$ cat config.mk
export PLATFORM = sky130hd
export DESIGN_NAME = i2c_master_transfer_sequencer_flat
export DESIGN_NICKNAME = d
export VERILOG_FILES = /design/src/design/i2cms_pkg.sv /design/src/design/i2cms_req_if.sv /design/src/design/i2cms_rsp_if.sv /design/src/design/i2cms_step.sv /design/src/design/i2cms_csr.sv /design/src/design/i2c_master_transfer_sequencer.sv /design/src/flat_wrapper.sv
export VERILOG_INCLUDE_DIRS = /design/src /design/src/design
export SDC_FILE = /design/constraint.sdc
export NUM_CORES = 1
export LEC_CHECK = 0
export ABC_AREA = 1
export BUFFER_PORTS_ARGS = -buffer_cell sky130_fd_sc_hd__buf_2
export CAP_MARGIN = 20
export CORE_UTILIZATION = 60
export DETAILED_ROUTE_END_ITERATION = 6
export PLACE_DENSITY = 0.88
export SYNTH_ARGS = -nofsm -noshare
export SYNTH_HDL_FRONTEND = slang
export SYNTH_SLANG_ARGS = --single-unit
$ cat constraint.sdc
create_clock -name clock -period 4.7 [get_ports clock]
set_input_delay 0.47 -clock clock [delete_from_list [all_inputs] [get_ports clock]]
set_output_delay 0.47 -clock clock [all_outputs]
set_load 0.005 [all_outputs]
$ cat src/design/assert_macros.svh
// assertion macros used by the top-level design file
`ifndef ASSERT_MACROS_SVH
`define ASSERT_MACROS_SVH

// property checked at every rising clock edge outside reset
`define ASSERT_CLK(label, clk, rst, prop, msg) \
   label: assert property (@(posedge clk) disable iff (rst) (prop)) else $error(msg);

// condition that must never be true outside reset
`define ASSERT_NEVER(label, clk, rst, cond, msg) \
   `ASSERT_CLK(label, clk, rst, !(cond), msg)

`endif

$ cat src/design/i2cms_pkg.sv
// types, codes and constants of the i2c master transfer sequencer
`timescale 1ns / 1ps

package i2cms_pkg;

   localparam logic [7:0] ADDR_LIMIT = 8'h7F;

   typedef enum logic [2:0] {
      ST_OK      = 3'd0,
      ST_BUSY    = 3'd1,
      ST_BADADDR = 3'd2,
      ST_BUSERR  = 3'd3,
      ST_NACK    = 3'd4,
      ST_TIMEOUT = 3'd5
   } status_type;

   typedef enum logic [1:0] {
      CMD_NONE = 2'd0,
      CMD_READ = 2'd1,
      CMD_STOP = 2'd2
   } command_type;

   typedef enum logic [1:0] {
      BUS_UNKNOWN = 2'd0,
      BUS_IDLE    = 2'd1,
      BUS_OWNER   = 2'd2,
      BUS_BUSY    = 2'd3
   } bus_state_type;

   typedef enum logic [1:0] {
      CSR_SMART_MODE     = 2'd0,
      CSR_STRETCH        = 2'd1,
      CSR_TIMEOUT_PERIOD = 2'd2
   } csr_index_type;

   localparam logic KIND_START = 1'b0;

   // int_flags bits
   localparam int FLAG_MB = 0;
   localparam int FLAG_SB = 1;
   // status_bits bits
   localparam int STS_ARB_LOST = 0;
   localparam int STS_BUS_ERR  = 1;
   localparam int STS_NACK     = 2;

   localparam logic [1:0] CLEAR_MB = 2'b01;
   localparam logic [1:0] CLEAR_SB = 2'b10;

   typedef struct packed {
      logic       kind;
      logic [1:0] bus_state;
      logic [7:0] slave_address;
      logic       read_not_write;
      logic [7:0] transfer_length;
      logic       repeated_start;
      logic [1:0] int_flags;
      logic [2:0] status_bits;
      logic [7:0] tx_byte;
      logic [7:0] rx_byte;
   } req_type;

   typedef struct packed {
      status_type  status_code;
      logic        done_res;
      command_type bus_command;
      logic        ack_action_set;
      logic        ack_action;
      logic        addr_write_valid;
      logic [7:0]  addr_byte;
      logic        data_write_valid;
      logic [7:0]  data_out;
      logic        data_read_valid;
      logic [7:0]  data_in;
      logic [1:0]  clear_flags;
   } rsp_type;

   typedef struct packed {
      logic        active;
      logic [7:0]  remaining;
      logic        keep_bus;
      logic [15:0] poll_count;
   } state_type;

   typedef struct packed {
      logic        smart_mode;
      logic        stretch_after_ack;
      logic [15:0] timeout_period;
   } cfg_type;

endpackage

$ cat src/design/i2cms_req_if.sv
// request channel: one start or poll transaction
`timescale 1ns / 1ps

interface i2cms_req_if;
   logic       valid;
   logic       ready;
   logic       kind;
   logic [1:0] bus_state;
   logic [7:0] slave_address;
   logic       read_not_write;
   logic [7:0] transfer_length;
   logic       repeated_start;
   logic [1:0] int_flags;
   logic [2:0] status_bits;
   logic [7:0] tx_byte;
   logic [7:0] rx_byte;

   modport source (
      output valid, kind, bus_state, slave_address, read_not_write, transfer_length,
             repeated_start, int_flags, status_bits, tx_byte, rx_byte,
      input  ready
   );
   modport sink (
      input  valid, kind, bus_state, slave_address, read_not_write, transfer_length,
             repeated_start, int_flags, status_bits, tx_byte, rx_byte,
      output ready
   );
endinterface

$ cat src/design/i2cms_rsp_if.sv
// response channel: one result transaction per request
`timescale 1ns / 1ps

interface i2cms_rsp_if;
   logic       valid;
   logic       ready;
   logic [2:0] status_code;
   logic       done_res;
   logic [1:0] bus_command;
   logic       ack_action_set;
   logic       ack_action;
   logic       addr_write_valid;
   logic [7:0] addr_byte;
   logic       data_write_valid;
   logic [7:0] data_out;
   logic       data_read_valid;
   logic [7:0] data_in;
   logic [1:0] clear_flags;

   modport source (
      output valid, status_code, done_res, bus_command, ack_action_set, ack_action,
             addr_write_valid, addr_byte, data_write_valid, data_out,
             data_read_valid, data_in, clear_flags,
      input  ready
   );
   modport sink (
      input  valid, status_code, done_res, bus_command, ack_action_set, ack_action,
             addr_write_valid, addr_byte, data_write_valid, data_out,
             data_read_valid, data_in, clear_flags,
      output ready
   );
endinterface

$ cat src/design/i2cms_step.sv
// decision logic for one transaction: result and next transfer state
`timescale 1ns / 1ps

module i2cms_step (
   input  i2cms_pkg::req_type   item,
   input  i2cms_pkg::state_type cur,
   input  i2cms_pkg::cfg_type   cfg,
   output i2cms_pkg::rsp_type   rsp,
   output i2cms_pkg::state_type nxt
);

   logic [16:0] count;
   logic [7:0]  rem_dec;

   assign count   = {1'b0, cur.poll_count} + 17'd1;
   assign rem_dec = cur.remaining - 8'd1;

   always_comb begin
      rsp = '0;
      nxt = cur;
      if (item.kind == i2cms_pkg::KIND_START) begin
         if (cur.active) begin
            rsp.status_code = i2cms_pkg::ST_BUSY;
         end else if (item.bus_state != i2cms_pkg::BUS_IDLE &&
                      item.bus_state != i2cms_pkg::BUS_OWNER) begin
            rsp.status_code = i2cms_pkg::ST_BUSY;
            rsp.done_res    = 1'b1;
         end else if (item.slave_address > i2cms_pkg::ADDR_LIMIT) begin
            rsp.status_code = i2cms_pkg::ST_BADADDR;
            rsp.done_res    = 1'b1;
         end else begin
            rsp.ack_action_set   = 1'b1;
            rsp.ack_action       = (item.transfer_length == 8'd1) && cfg.stretch_after_ack;
            rsp.addr_write_valid = 1'b1;
            rsp.addr_byte        = {item.slave_address[6:0], item.read_not_write};
            nxt.active           = 1'b1;
            nxt.remaining        = item.transfer_length;
            nxt.keep_bus         = item.repeated_start;
            nxt.poll_count       = '0;
         end
      end else if (cur.active) begin
         if (count > {1'b0, cfg.timeout_period}) begin
            nxt.poll_count  = '0;
            nxt.active      = 1'b0;
            rsp.status_code = i2cms_pkg::ST_TIMEOUT;
            rsp.done_res    = 1'b1;
         end else if (item.int_flags == 2'b00) begin
            nxt.poll_count = count[15:0];
         end else begin
            nxt.poll_count = '0;
            if (item.int_flags[i2cms_pkg::FLAG_MB]) begin
               if (item.status_bits[i2cms_pkg::STS_ARB_LOST]) begin
                  rsp.clear_flags = i2cms_pkg::CLEAR_MB;
                  rsp.status_code = item.status_bits[i2cms_pkg::STS_BUS_ERR]
                                    ? i2cms_pkg::ST_BUSERR : i2cms_pkg::ST_BADADDR;
                  rsp.done_res    = 1'b1;
                  nxt.active      = 1'b0;
               end else if (item.status_bits[i2cms_pkg::STS_NACK]) begin
                  rsp.status_code = i2cms_pkg::ST_NACK;
                  rsp.done_res    = 1'b1;
                  rsp.bus_command = i2cms_pkg::CMD_STOP;
                  nxt.active      = 1'b0;
               end else if (cur.remaining == 8'd0) begin
                  rsp.status_code = i2cms_pkg::ST_OK;
                  rsp.done_res    = 1'b1;
                  rsp.bus_command = cur.keep_bus ? i2cms_pkg::CMD_NONE : i2cms_pkg::CMD_STOP;
                  nxt.active      = 1'b0;
               end else begin
                  rsp.data_write_valid = 1'b1;
                  rsp.data_out         = item.tx_byte;
                  nxt.remaining        = rem_dec;
               end
            end else begin
               rsp.clear_flags = i2cms_pkg::CLEAR_SB;
               if (cur.remaining != 8'd0 && !item.status_bits[i2cms_pkg::STS_NACK]) begin
                  nxt.remaining = rem_dec;
                  if ((rem_dec == 8'd0 && !cfg.stretch_after_ack) ||
                      (rem_dec == 8'd1 && cfg.stretch_after_ack)) begin
                     rsp.ack_action_set = 1'b1;
                     rsp.ack_action     = 1'b1;
                  end
                  rsp.data_read_valid = 1'b1;
                  rsp.data_in         = item.rx_byte;
                  if (rem_dec == 8'd0) begin
                     rsp.status_code = i2cms_pkg::ST_OK;
                     rsp.done_res    = 1'b1;
                     rsp.bus_command = cur.keep_bus ? i2cms_pkg::CMD_NONE
                                                    : i2cms_pkg::CMD_STOP;
                     nxt.active      = 1'b0;
                  end else if (!cfg.smart_mode) begin
                     rsp.bus_command = i2cms_pkg::CMD_READ;
                  end
               end else begin
                  rsp.status_code = i2cms_pkg::ST_NACK;
                  rsp.done_res    = 1'b1;
                  rsp.bus_command = i2cms_pkg::CMD_STOP;
                  nxt.active      = 1'b0;
               end
            end
         end
      end
   end

endmodule

$ cat src/design/i2cms_csr.sv
// configuration registers written through the csr port
`timescale 1ns / 1ps

module i2cms_csr (
   input  logic               clock,
   input  logic               reset,
   input  logic               write_en,
   input  logic [1:0]         index,
   input  logic [15:0]        wdata,
   output i2cms_pkg::cfg_type cfg
);

   i2cms_pkg::cfg_type cfg_ff;
   i2cms_pkg::cfg_type cfg_in;

   always_comb begin
      cfg_in = cfg_ff;
      if (write_en) begin
         case (index)
            i2cms_pkg::CSR_SMART_MODE:     cfg_in.smart_mode        = wdata[0];
            i2cms_pkg::CSR_STRETCH:        cfg_in.stretch_after_ack = wdata[0];
            i2cms_pkg::CSR_TIMEOUT_PERIOD: cfg_in.timeout_period    = wdata;
            default:                       cfg_in = cfg_ff;
         endcase
      end
   end

   always_ff @(posedge clock) begin
      if (reset) begin
         cfg_ff.smart_mode        <= 1'b0;
         cfg_ff.stretch_after_ack <= 1'b0;
         cfg_ff.timeout_period    <= 16'hFFFF;
      end else begin
         cfg_ff <= cfg_in;
      end
   end

   assign cfg = cfg_ff;

endmodule

$ cat src/design/i2c_master_transfer_sequencer.sv
// top level of the i2c master transfer sequencer
//
//   channel   dir   handshake        contents
//   req_chan  in    valid / ready    start or poll transaction
//   rsp_chan  out   valid / ready    one result transaction per request
//   csr_*     in    write enable     smart_mode, stretch_after_ack, timeout_period
//
// response path: the input register loads at the accept edge, then decision logic
// feeds the response register, which loads when the input stage advances
// throughput: one transaction per cycle unless rsp_chan stalls; state_ff closes the loop
// reset clears transfer state and valid flags, sets csr defaults; payload regs are not reset
// a stalled response holds the input stage, which then takes no further request
`timescale 1ns / 1ps

module i2c_master_transfer_sequencer (
   input  logic               clock,
   input  logic               reset,
   i2cms_req_if.sink          req_chan,
   i2cms_rsp_if.source        rsp_chan,
   input  logic               csr_write_en,
   input  logic [1:0]         csr_index,
   input  logic [15:0]        csr_wdata
);

`include "assert_macros.svh"

   i2cms_pkg::cfg_type   cfg;

   // input stage
   logic                 req_valid_ff;
   i2cms_pkg::req_type   req_item_ff;
   i2cms_pkg::req_type   req_item_in;

   // transfer state, advanced once per processed transaction
   i2cms_pkg::state_type state_ff;
   i2cms_pkg::state_type state_in;

   // response register
   logic                 rsp_valid_ff;
   i2cms_pkg::rsp_type   rsp_data_ff;
   i2cms_pkg::rsp_type   rsp_in;

   logic                 stage_adv;
   logic                 req_take;

   i2cms_csr u_csr (
      .clock    (clock),
      .reset    (reset),
      .write_en (csr_write_en),
      .index    (csr_index),
      .wdata    (csr_wdata),
      .cfg      (cfg)
   );

   i2cms_step u_step (
      .item (req_item_ff),
      .cur  (state_ff),
      .cfg  (cfg),
      .rsp  (rsp_in),
      .nxt  (state_in)
   );

   // input stage moves on when the response register is empty or being drained
   assign stage_adv      = req_valid_ff && (!rsp_valid_ff || rsp_chan.ready);
   assign req_chan.ready = !req_valid_ff || stage_adv;
   assign req_take       = req_chan.valid && req_chan.ready;

   always_comb begin
      req_item_in.kind            = req_chan.kind;
      req_item_in.bus_state       = req_chan.bus_state;
      req_item_in.slave_address   = req_chan.slave_address;
      req_item_in.read_not_write  = req_chan.read_not_write;
      req_item_in.transfer_length = req_chan.transfer_length;
      req_item_in.repeated_start  = req_chan.repeated_start;
      req_item_in.int_flags       = req_chan.int_flags;
      req_item_in.status_bits     = req_chan.status_bits;
      req_item_in.tx_byte         = req_chan.tx_byte;
      req_item_in.rx_byte         = req_chan.rx_byte;
   end

   // control state
   always_ff @(posedge clock) begin
      if (reset) begin
         req_valid_ff <= 1'b0;
         rsp_valid_ff <= 1'b0;
         state_ff     <= '0;
      end else begin
         if (req_chan.ready) begin
            req_valid_ff <= req_chan.valid;
         end
         if (stage_adv) begin
            rsp_valid_ff <= 1'b1;
            state_ff     <= state_in;
         end else if (rsp_chan.ready) begin
            rsp_valid_ff <= 1'b0;
         end
      end
   end

   // payload registers
   always_ff @(posedge clock) begin
      if (req_take) begin
         req_item_ff <= req_item_in;
      end
      if (stage_adv) begin
         rsp_data_ff <= rsp_in;
      end
   end

   assign rsp_chan.valid            = rsp_valid_ff;
   assign rsp_chan.status_code      = rsp_data_ff.status_code;
   assign rsp_chan.done_res         = rsp_data_ff.done_res;
   assign rsp_chan.bus_command      = rsp_data_ff.bus_command;
   assign rsp_chan.ack_action_set   = rsp_data_ff.ack_action_set;
   assign rsp_chan.ack_action       = rsp_data_ff.ack_action;
   assign rsp_chan.addr_write_valid = rsp_data_ff.addr_write_valid;
   assign rsp_chan.addr_byte        = rsp_data_ff.addr_byte;
   assign rsp_chan.data_write_valid = rsp_data_ff.data_write_valid;
   assign rsp_chan.data_out         = rsp_data_ff.data_out;
   assign rsp_chan.data_read_valid  = rsp_data_ff.data_read_valid;
   assign rsp_chan.data_in          = rsp_data_ff.data_in;
   assign rsp_chan.clear_flags      = rsp_data_ff.clear_flags;

   // an idle sequencer never carries a stale poll count
   `ASSERT_CLK(a_idle_count_clear, clock, reset, !state_ff.active |-> state_ff.poll_count == 16'd0, "poll count set while inactive")

   // a held input stage keeps its transaction
   `ASSERT_CLK(a_stage_hold, clock, reset, req_valid_ff && !stage_adv |=> req_valid_ff, "input stage dropped a transaction")

   // an address write always opens a transfer and never ends one
   `ASSERT_NEVER(a_addr_not_done, clock, reset, rsp_valid_ff && rsp_data_ff.addr_write_valid && (rsp_data_ff.done_res || !state_ff.active), "address write with end of transfer")

endmodule
$ cat src/flat_wrapper.sv
// flat-port wrapper written by rule: the top's interface ports become plain ports
module i2c_master_transfer_sequencer_flat 
  (clock, reset, csr_write_en, csr_index, csr_wdata, req_chan_valid, req_chan_kind, req_chan_bus_state, req_chan_slave_address, req_chan_read_not_write, req_chan_transfer_length, req_chan_repeated_start, req_chan_int_flags, req_chan_status_bits, req_chan_tx_byte, req_chan_rx_byte, req_chan_ready, rsp_chan_valid, rsp_chan_status_code, rsp_chan_done_res, rsp_chan_bus_command, rsp_chan_ack_action_set, rsp_chan_ack_action, rsp_chan_addr_write_valid, rsp_chan_addr_byte, rsp_chan_data_write_valid, rsp_chan_data_out, rsp_chan_data_read_valid, rsp_chan_data_in, rsp_chan_clear_flags, rsp_chan_ready);
  i2cms_req_if req_chan_i ();
  i2cms_rsp_if rsp_chan_i ();
  input  logic clock;
  input  logic reset;
  input  logic csr_write_en;
  input  logic [1:0] csr_index;
  input  logic [15:0] csr_wdata;
  input wire logic [$bits(req_chan_i.valid)-1:0] req_chan_valid;
  input wire logic [$bits(req_chan_i.kind)-1:0] req_chan_kind;
  input wire logic [$bits(req_chan_i.bus_state)-1:0] req_chan_bus_state;
  input wire logic [$bits(req_chan_i.slave_address)-1:0] req_chan_slave_address;
  input wire logic [$bits(req_chan_i.read_not_write)-1:0] req_chan_read_not_write;
  input wire logic [$bits(req_chan_i.transfer_length)-1:0] req_chan_transfer_length;
  input wire logic [$bits(req_chan_i.repeated_start)-1:0] req_chan_repeated_start;
  input wire logic [$bits(req_chan_i.int_flags)-1:0] req_chan_int_flags;
  input wire logic [$bits(req_chan_i.status_bits)-1:0] req_chan_status_bits;
  input wire logic [$bits(req_chan_i.tx_byte)-1:0] req_chan_tx_byte;
  input wire logic [$bits(req_chan_i.rx_byte)-1:0] req_chan_rx_byte;
  output wire logic [$bits(req_chan_i.ready)-1:0] req_chan_ready;
  output wire logic [$bits(rsp_chan_i.valid)-1:0] rsp_chan_valid;
  output wire logic [$bits(rsp_chan_i.status_code)-1:0] rsp_chan_status_code;
  output wire logic [$bits(rsp_chan_i.done_res)-1:0] rsp_chan_done_res;
  output wire logic [$bits(rsp_chan_i.bus_command)-1:0] rsp_chan_bus_command;
  output wire logic [$bits(rsp_chan_i.ack_action_set)-1:0] rsp_chan_ack_action_set;
  output wire logic [$bits(rsp_chan_i.ack_action)-1:0] rsp_chan_ack_action;
  output wire logic [$bits(rsp_chan_i.addr_write_valid)-1:0] rsp_chan_addr_write_valid;
  output wire logic [$bits(rsp_chan_i.addr_byte)-1:0] rsp_chan_addr_byte;
  output wire logic [$bits(rsp_chan_i.data_write_valid)-1:0] rsp_chan_data_write_valid;
  output wire logic [$bits(rsp_chan_i.data_out)-1:0] rsp_chan_data_out;
  output wire logic [$bits(rsp_chan_i.data_read_valid)-1:0] rsp_chan_data_read_valid;
  output wire logic [$bits(rsp_chan_i.data_in)-1:0] rsp_chan_data_in;
  output wire logic [$bits(rsp_chan_i.clear_flags)-1:0] rsp_chan_clear_flags;
  input wire logic [$bits(rsp_chan_i.ready)-1:0] rsp_chan_ready;
  assign req_chan_i.valid = req_chan_valid;
  assign req_chan_i.kind = req_chan_kind;
  assign req_chan_i.bus_state = req_chan_bus_state;
  assign req_chan_i.slave_address = req_chan_slave_address;
  assign req_chan_i.read_not_write = req_chan_read_not_write;
  assign req_chan_i.transfer_length = req_chan_transfer_length;
  assign req_chan_i.repeated_start = req_chan_repeated_start;
  assign req_chan_i.int_flags = req_chan_int_flags;
  assign req_chan_i.status_bits = req_chan_status_bits;
  assign req_chan_i.tx_byte = req_chan_tx_byte;
  assign req_chan_i.rx_byte = req_chan_rx_byte;
  assign req_chan_ready = req_chan_i.ready;
  assign rsp_chan_valid = rsp_chan_i.valid;
  assign rsp_chan_status_code = rsp_chan_i.status_code;
  assign rsp_chan_done_res = rsp_chan_i.done_res;
  assign rsp_chan_bus_command = rsp_chan_i.bus_command;
  assign rsp_chan_ack_action_set = rsp_chan_i.ack_action_set;
  assign rsp_chan_ack_action = rsp_chan_i.ack_action;
  assign rsp_chan_addr_write_valid = rsp_chan_i.addr_write_valid;
  assign rsp_chan_addr_byte = rsp_chan_i.addr_byte;
  assign rsp_chan_data_write_valid = rsp_chan_i.data_write_valid;
  assign rsp_chan_data_out = rsp_chan_i.data_out;
  assign rsp_chan_data_read_valid = rsp_chan_i.data_read_valid;
  assign rsp_chan_data_in = rsp_chan_i.data_in;
  assign rsp_chan_clear_flags = rsp_chan_i.clear_flags;
  assign rsp_chan_i.ready = rsp_chan_ready;
  i2c_master_transfer_sequencer u_core (.clock(clock), .reset(reset), .req_chan(req_chan_i), .rsp_chan(rsp_chan_i), .csr_write_en(csr_write_en), .csr_index(csr_index), .csr_wdata(csr_wdata));
endmodule
==> out/results.ini <==
[yosys]
netlist_area_um2=5720
synth_cells=599
seq_area_frac_synth_pct=57.6
yosys_warnings=0
syn_avg_cell_area_um2=9.54
ys_types=40
ys_ff_latch=125
synthesis.nets=686

[global_routing]
grt_overflow=0
grt_max_degree=43
globalRouteMet2Util_pct=48.2
grt.met1_usage_pct=32.0
grt_pass1_wl_um=20800
antenna_found_initial=0
grt_busiest_layer=met2
met3_usage_pct=6.54
grt_usage_pct=27.8
first_global_vias=4470

[route]
routedWlPerCell_um=14.9
via_count=4560
first_pass_iters=5
drtIter0Drc=420
final_antenna_net_count=0
drc=0
finalWirelength_um=12700
avgViaCountPerCell=5.33

[die]
die_y_um=99.6
dieArea_um2=9920
initial_core_util_pct=61.9
io_pins=104
core_um2=9240
num_rows=35
die-width_um=99.6

[setup_path]
crit_arrival_ns=3.81
r2r_setup_slack_ns=1.26
timing.rr.start=u_core.state_ff[0]$_SDFFE_PP0P_
rr_worst_depth=17
cpMaxStageDelayCell=nand2_2
crit_type=register to register
crit_chain=ha_1, nand3_2, nor2_4, nand3_1, nor2_1, nand2_1, xnor2_1, ha_1, nand2_1, inv_1, nand3_1, nor2_1, nor2_2, nand3_2, nand2_2, nand4_2, nor2_1
crit_buf_inv=1
critPathLaunch=u_core.state_ff[0]$_SDFFE_PP0P_
r2r_end=u_core.rsp_chan.data_in[7]$_SDFFCE_PP0P_
critical_path.top_delay_family=simple AND/OR/NAND/NOR gates
setup.worst_path.end=u_core.rsp_chan.data_in[7]$_SDFFCE_PP0P_
worst_path_largest_cell_delay_ns=0.41
end_kind=register
worstSetupStartpointType=register
crit_fanout=23
cp_num_cells=17
worstPathRequired_ns=5.07
cp_common_cell=nor2_1

[timing]
whs_ns=0.111
skew_ns=0.00652
rsz0062_at_grt=false
setup_viol=0
fmax_mhz=291
min_period_ns=3.44
timing.final.crit_share_pct=73.2
tightest_slew_ns=0.698
maxSlewViolCount=0
max_slew_margin_pct=53.4
hold_viol=0
tns_ns=0

[final_layout]
final_util_pct=75.4
area_growth_pct=21.9
drive_above_1_share_pct=21.3
final_cell_count_no_fill=855
multi_input_area_um2=1960
regArea_um2=3290
n_antenna_cell=0
final_common_cell=inv_1
final_cell_mix=inv_1 (107), buf_2 (103), nand2_1 (97)
fin_nets=800
fillers=604

[pwr]
power_frac_clock_pct=48.9
p_leak_nw=3.17
seqPwrFrac_pct=45.6
internal-power_mw=2.09
powerDensity_nw_per_um2=389
p_comb_share_pct=5.5
p_total_mw=2.71
ir_drop_v=0.000357
swShare_pct=22.9
power_switching_mw=0.620

[worst_hold_path]
hp-class=input port to register
min_from=req_chan_rx_byte[0]

[clocking]
cts_buffers=17
root_buffer=clkbuf_8
ctsHtreeMaxLevel=4
cts_buffer_depth=2
insertion_delay_ns=0.53
postCtsSetupRepairBufs=0
cts_sinks=125
ctsHoldBuffers=0
cts_tree=yes
clkTransAtPathRegs_ns=0.06
cts-resized-gates=0

[status]
status=finished, final reports clean

[place]
post-place-cells=823
hpwlAfterDp_um=8660
io_buffers=103
gp_congestion=0.943

[run]
max_cap_viol_count=0

==> flip-flops by register name, summed over array words and instances, names as in the netlist, 3 cells and up <==
register / cells
u_core.rsp_chan.status_code: 3
u_core.rsp_chan.data_out: 8
u_core.state_ff: 26
u_core.rsp_chan.addr_byte: 8
u_core.rsp_chan.data_in: 8
u_core.u_csr.cfg: 18
u_core.req_item_ff: 42
==> logic make-up after synthesis <==
family	share of synthesized area [%]
DFF	57.6
buffers and inverters	8.21
and+or+nand+nor	18.9
adders and majority gates	4.81
AOI/OAI and AO/OA	7.70
xor gates and xnor gates	2.76
==> how the worst min path moves through the flow <==
stage                                                  end  slack [ns]  cells after the start
after global routing       u_core.req_item_ff[1]$_DFFE_PP_         0.1                      1
after floorplan           u_core.state_ff[24]$_SDFFE_PP0P_        0.45                      2
after detailed placement  u_core.state_ff[24]$_SDFFE_PP0P_        0.48                      2
after global placement    u_core.state_ff[24]$_SDFFE_PP0P_        0.47                      2
after CTS                  u_core.req_item_ff[5]$_DFFE_PP_        0.10                      1
final                      u_core.req_item_ff[0]$_DFFE_PP_        0.11                      1
==> power by group through the flow <==
stage               registers [mW]  logic [mW]  clock network, mW
CTS                           1.24       0.148               1.33
finish                        1.24       0.148               1.33
floorplan                     1.26      0.0761                  0
global route                  1.24       0.166               1.38
global placement              1.26       0.137                  0
detailed placement            1.26       0.144                  0
==> layer usage <==
metal  up-vias  wire length [um]
met3        49               772
met5         -                 0
met1      2111              4940
met4         0               491
li1       2216                 -
met2       184              6540
==> synthesized netlist by cell type, drive strengths merged <==
cell	instances	area share, %
nor3	11	1.1
a32o	1	0.18
a21oi	28	2.5
nand3	34	3.2
o21a	2	0.26
ha	22	4.8
o22ai	1	0.11
o21ai	16	1.4
a22o	2	0.31
buf	3	0.42
nor4	6	0.77
nand3b	1	0.13
a32oi	1	0.15
nand4	12	1.7
inv	110	7.3
edfxtp	79	41
clkbuf	8	0.53
a31oi	2	0.22
o21bai	2	0.26
nand2	100	6.8
xnor2	6	0.92
o211ai	17	2.2
xor2	12	1.8
a21boi	1	0.13
nor2	76	5.3
dfxtp	46	16
==> metrics by stage <==
stage / setup slack [ns] / area [um^2]
CTS: 1.31 / 6970
floorplan: 2.09 / 5720
global route: 0.881 / 6970
detailed placement: 1.46 / 6370
finish: 1.26 / 6970
global placement: 1.64 / 6370
==> layout make-up <==
cell class | count | share of cell area, %
Sequential cell | 125 | 47.3
Clock buffer | 17 | 5.94
Tap cell | 129 | 2.32
Clock inverter | 15 | 2.68
Multi-Input combinational cell | 353 | 28.1
Inverter | 110 | 5.96
Timing Repair Buffer | 106 | 7.72
Note: power is estimated with default switching activity, not from simulation.
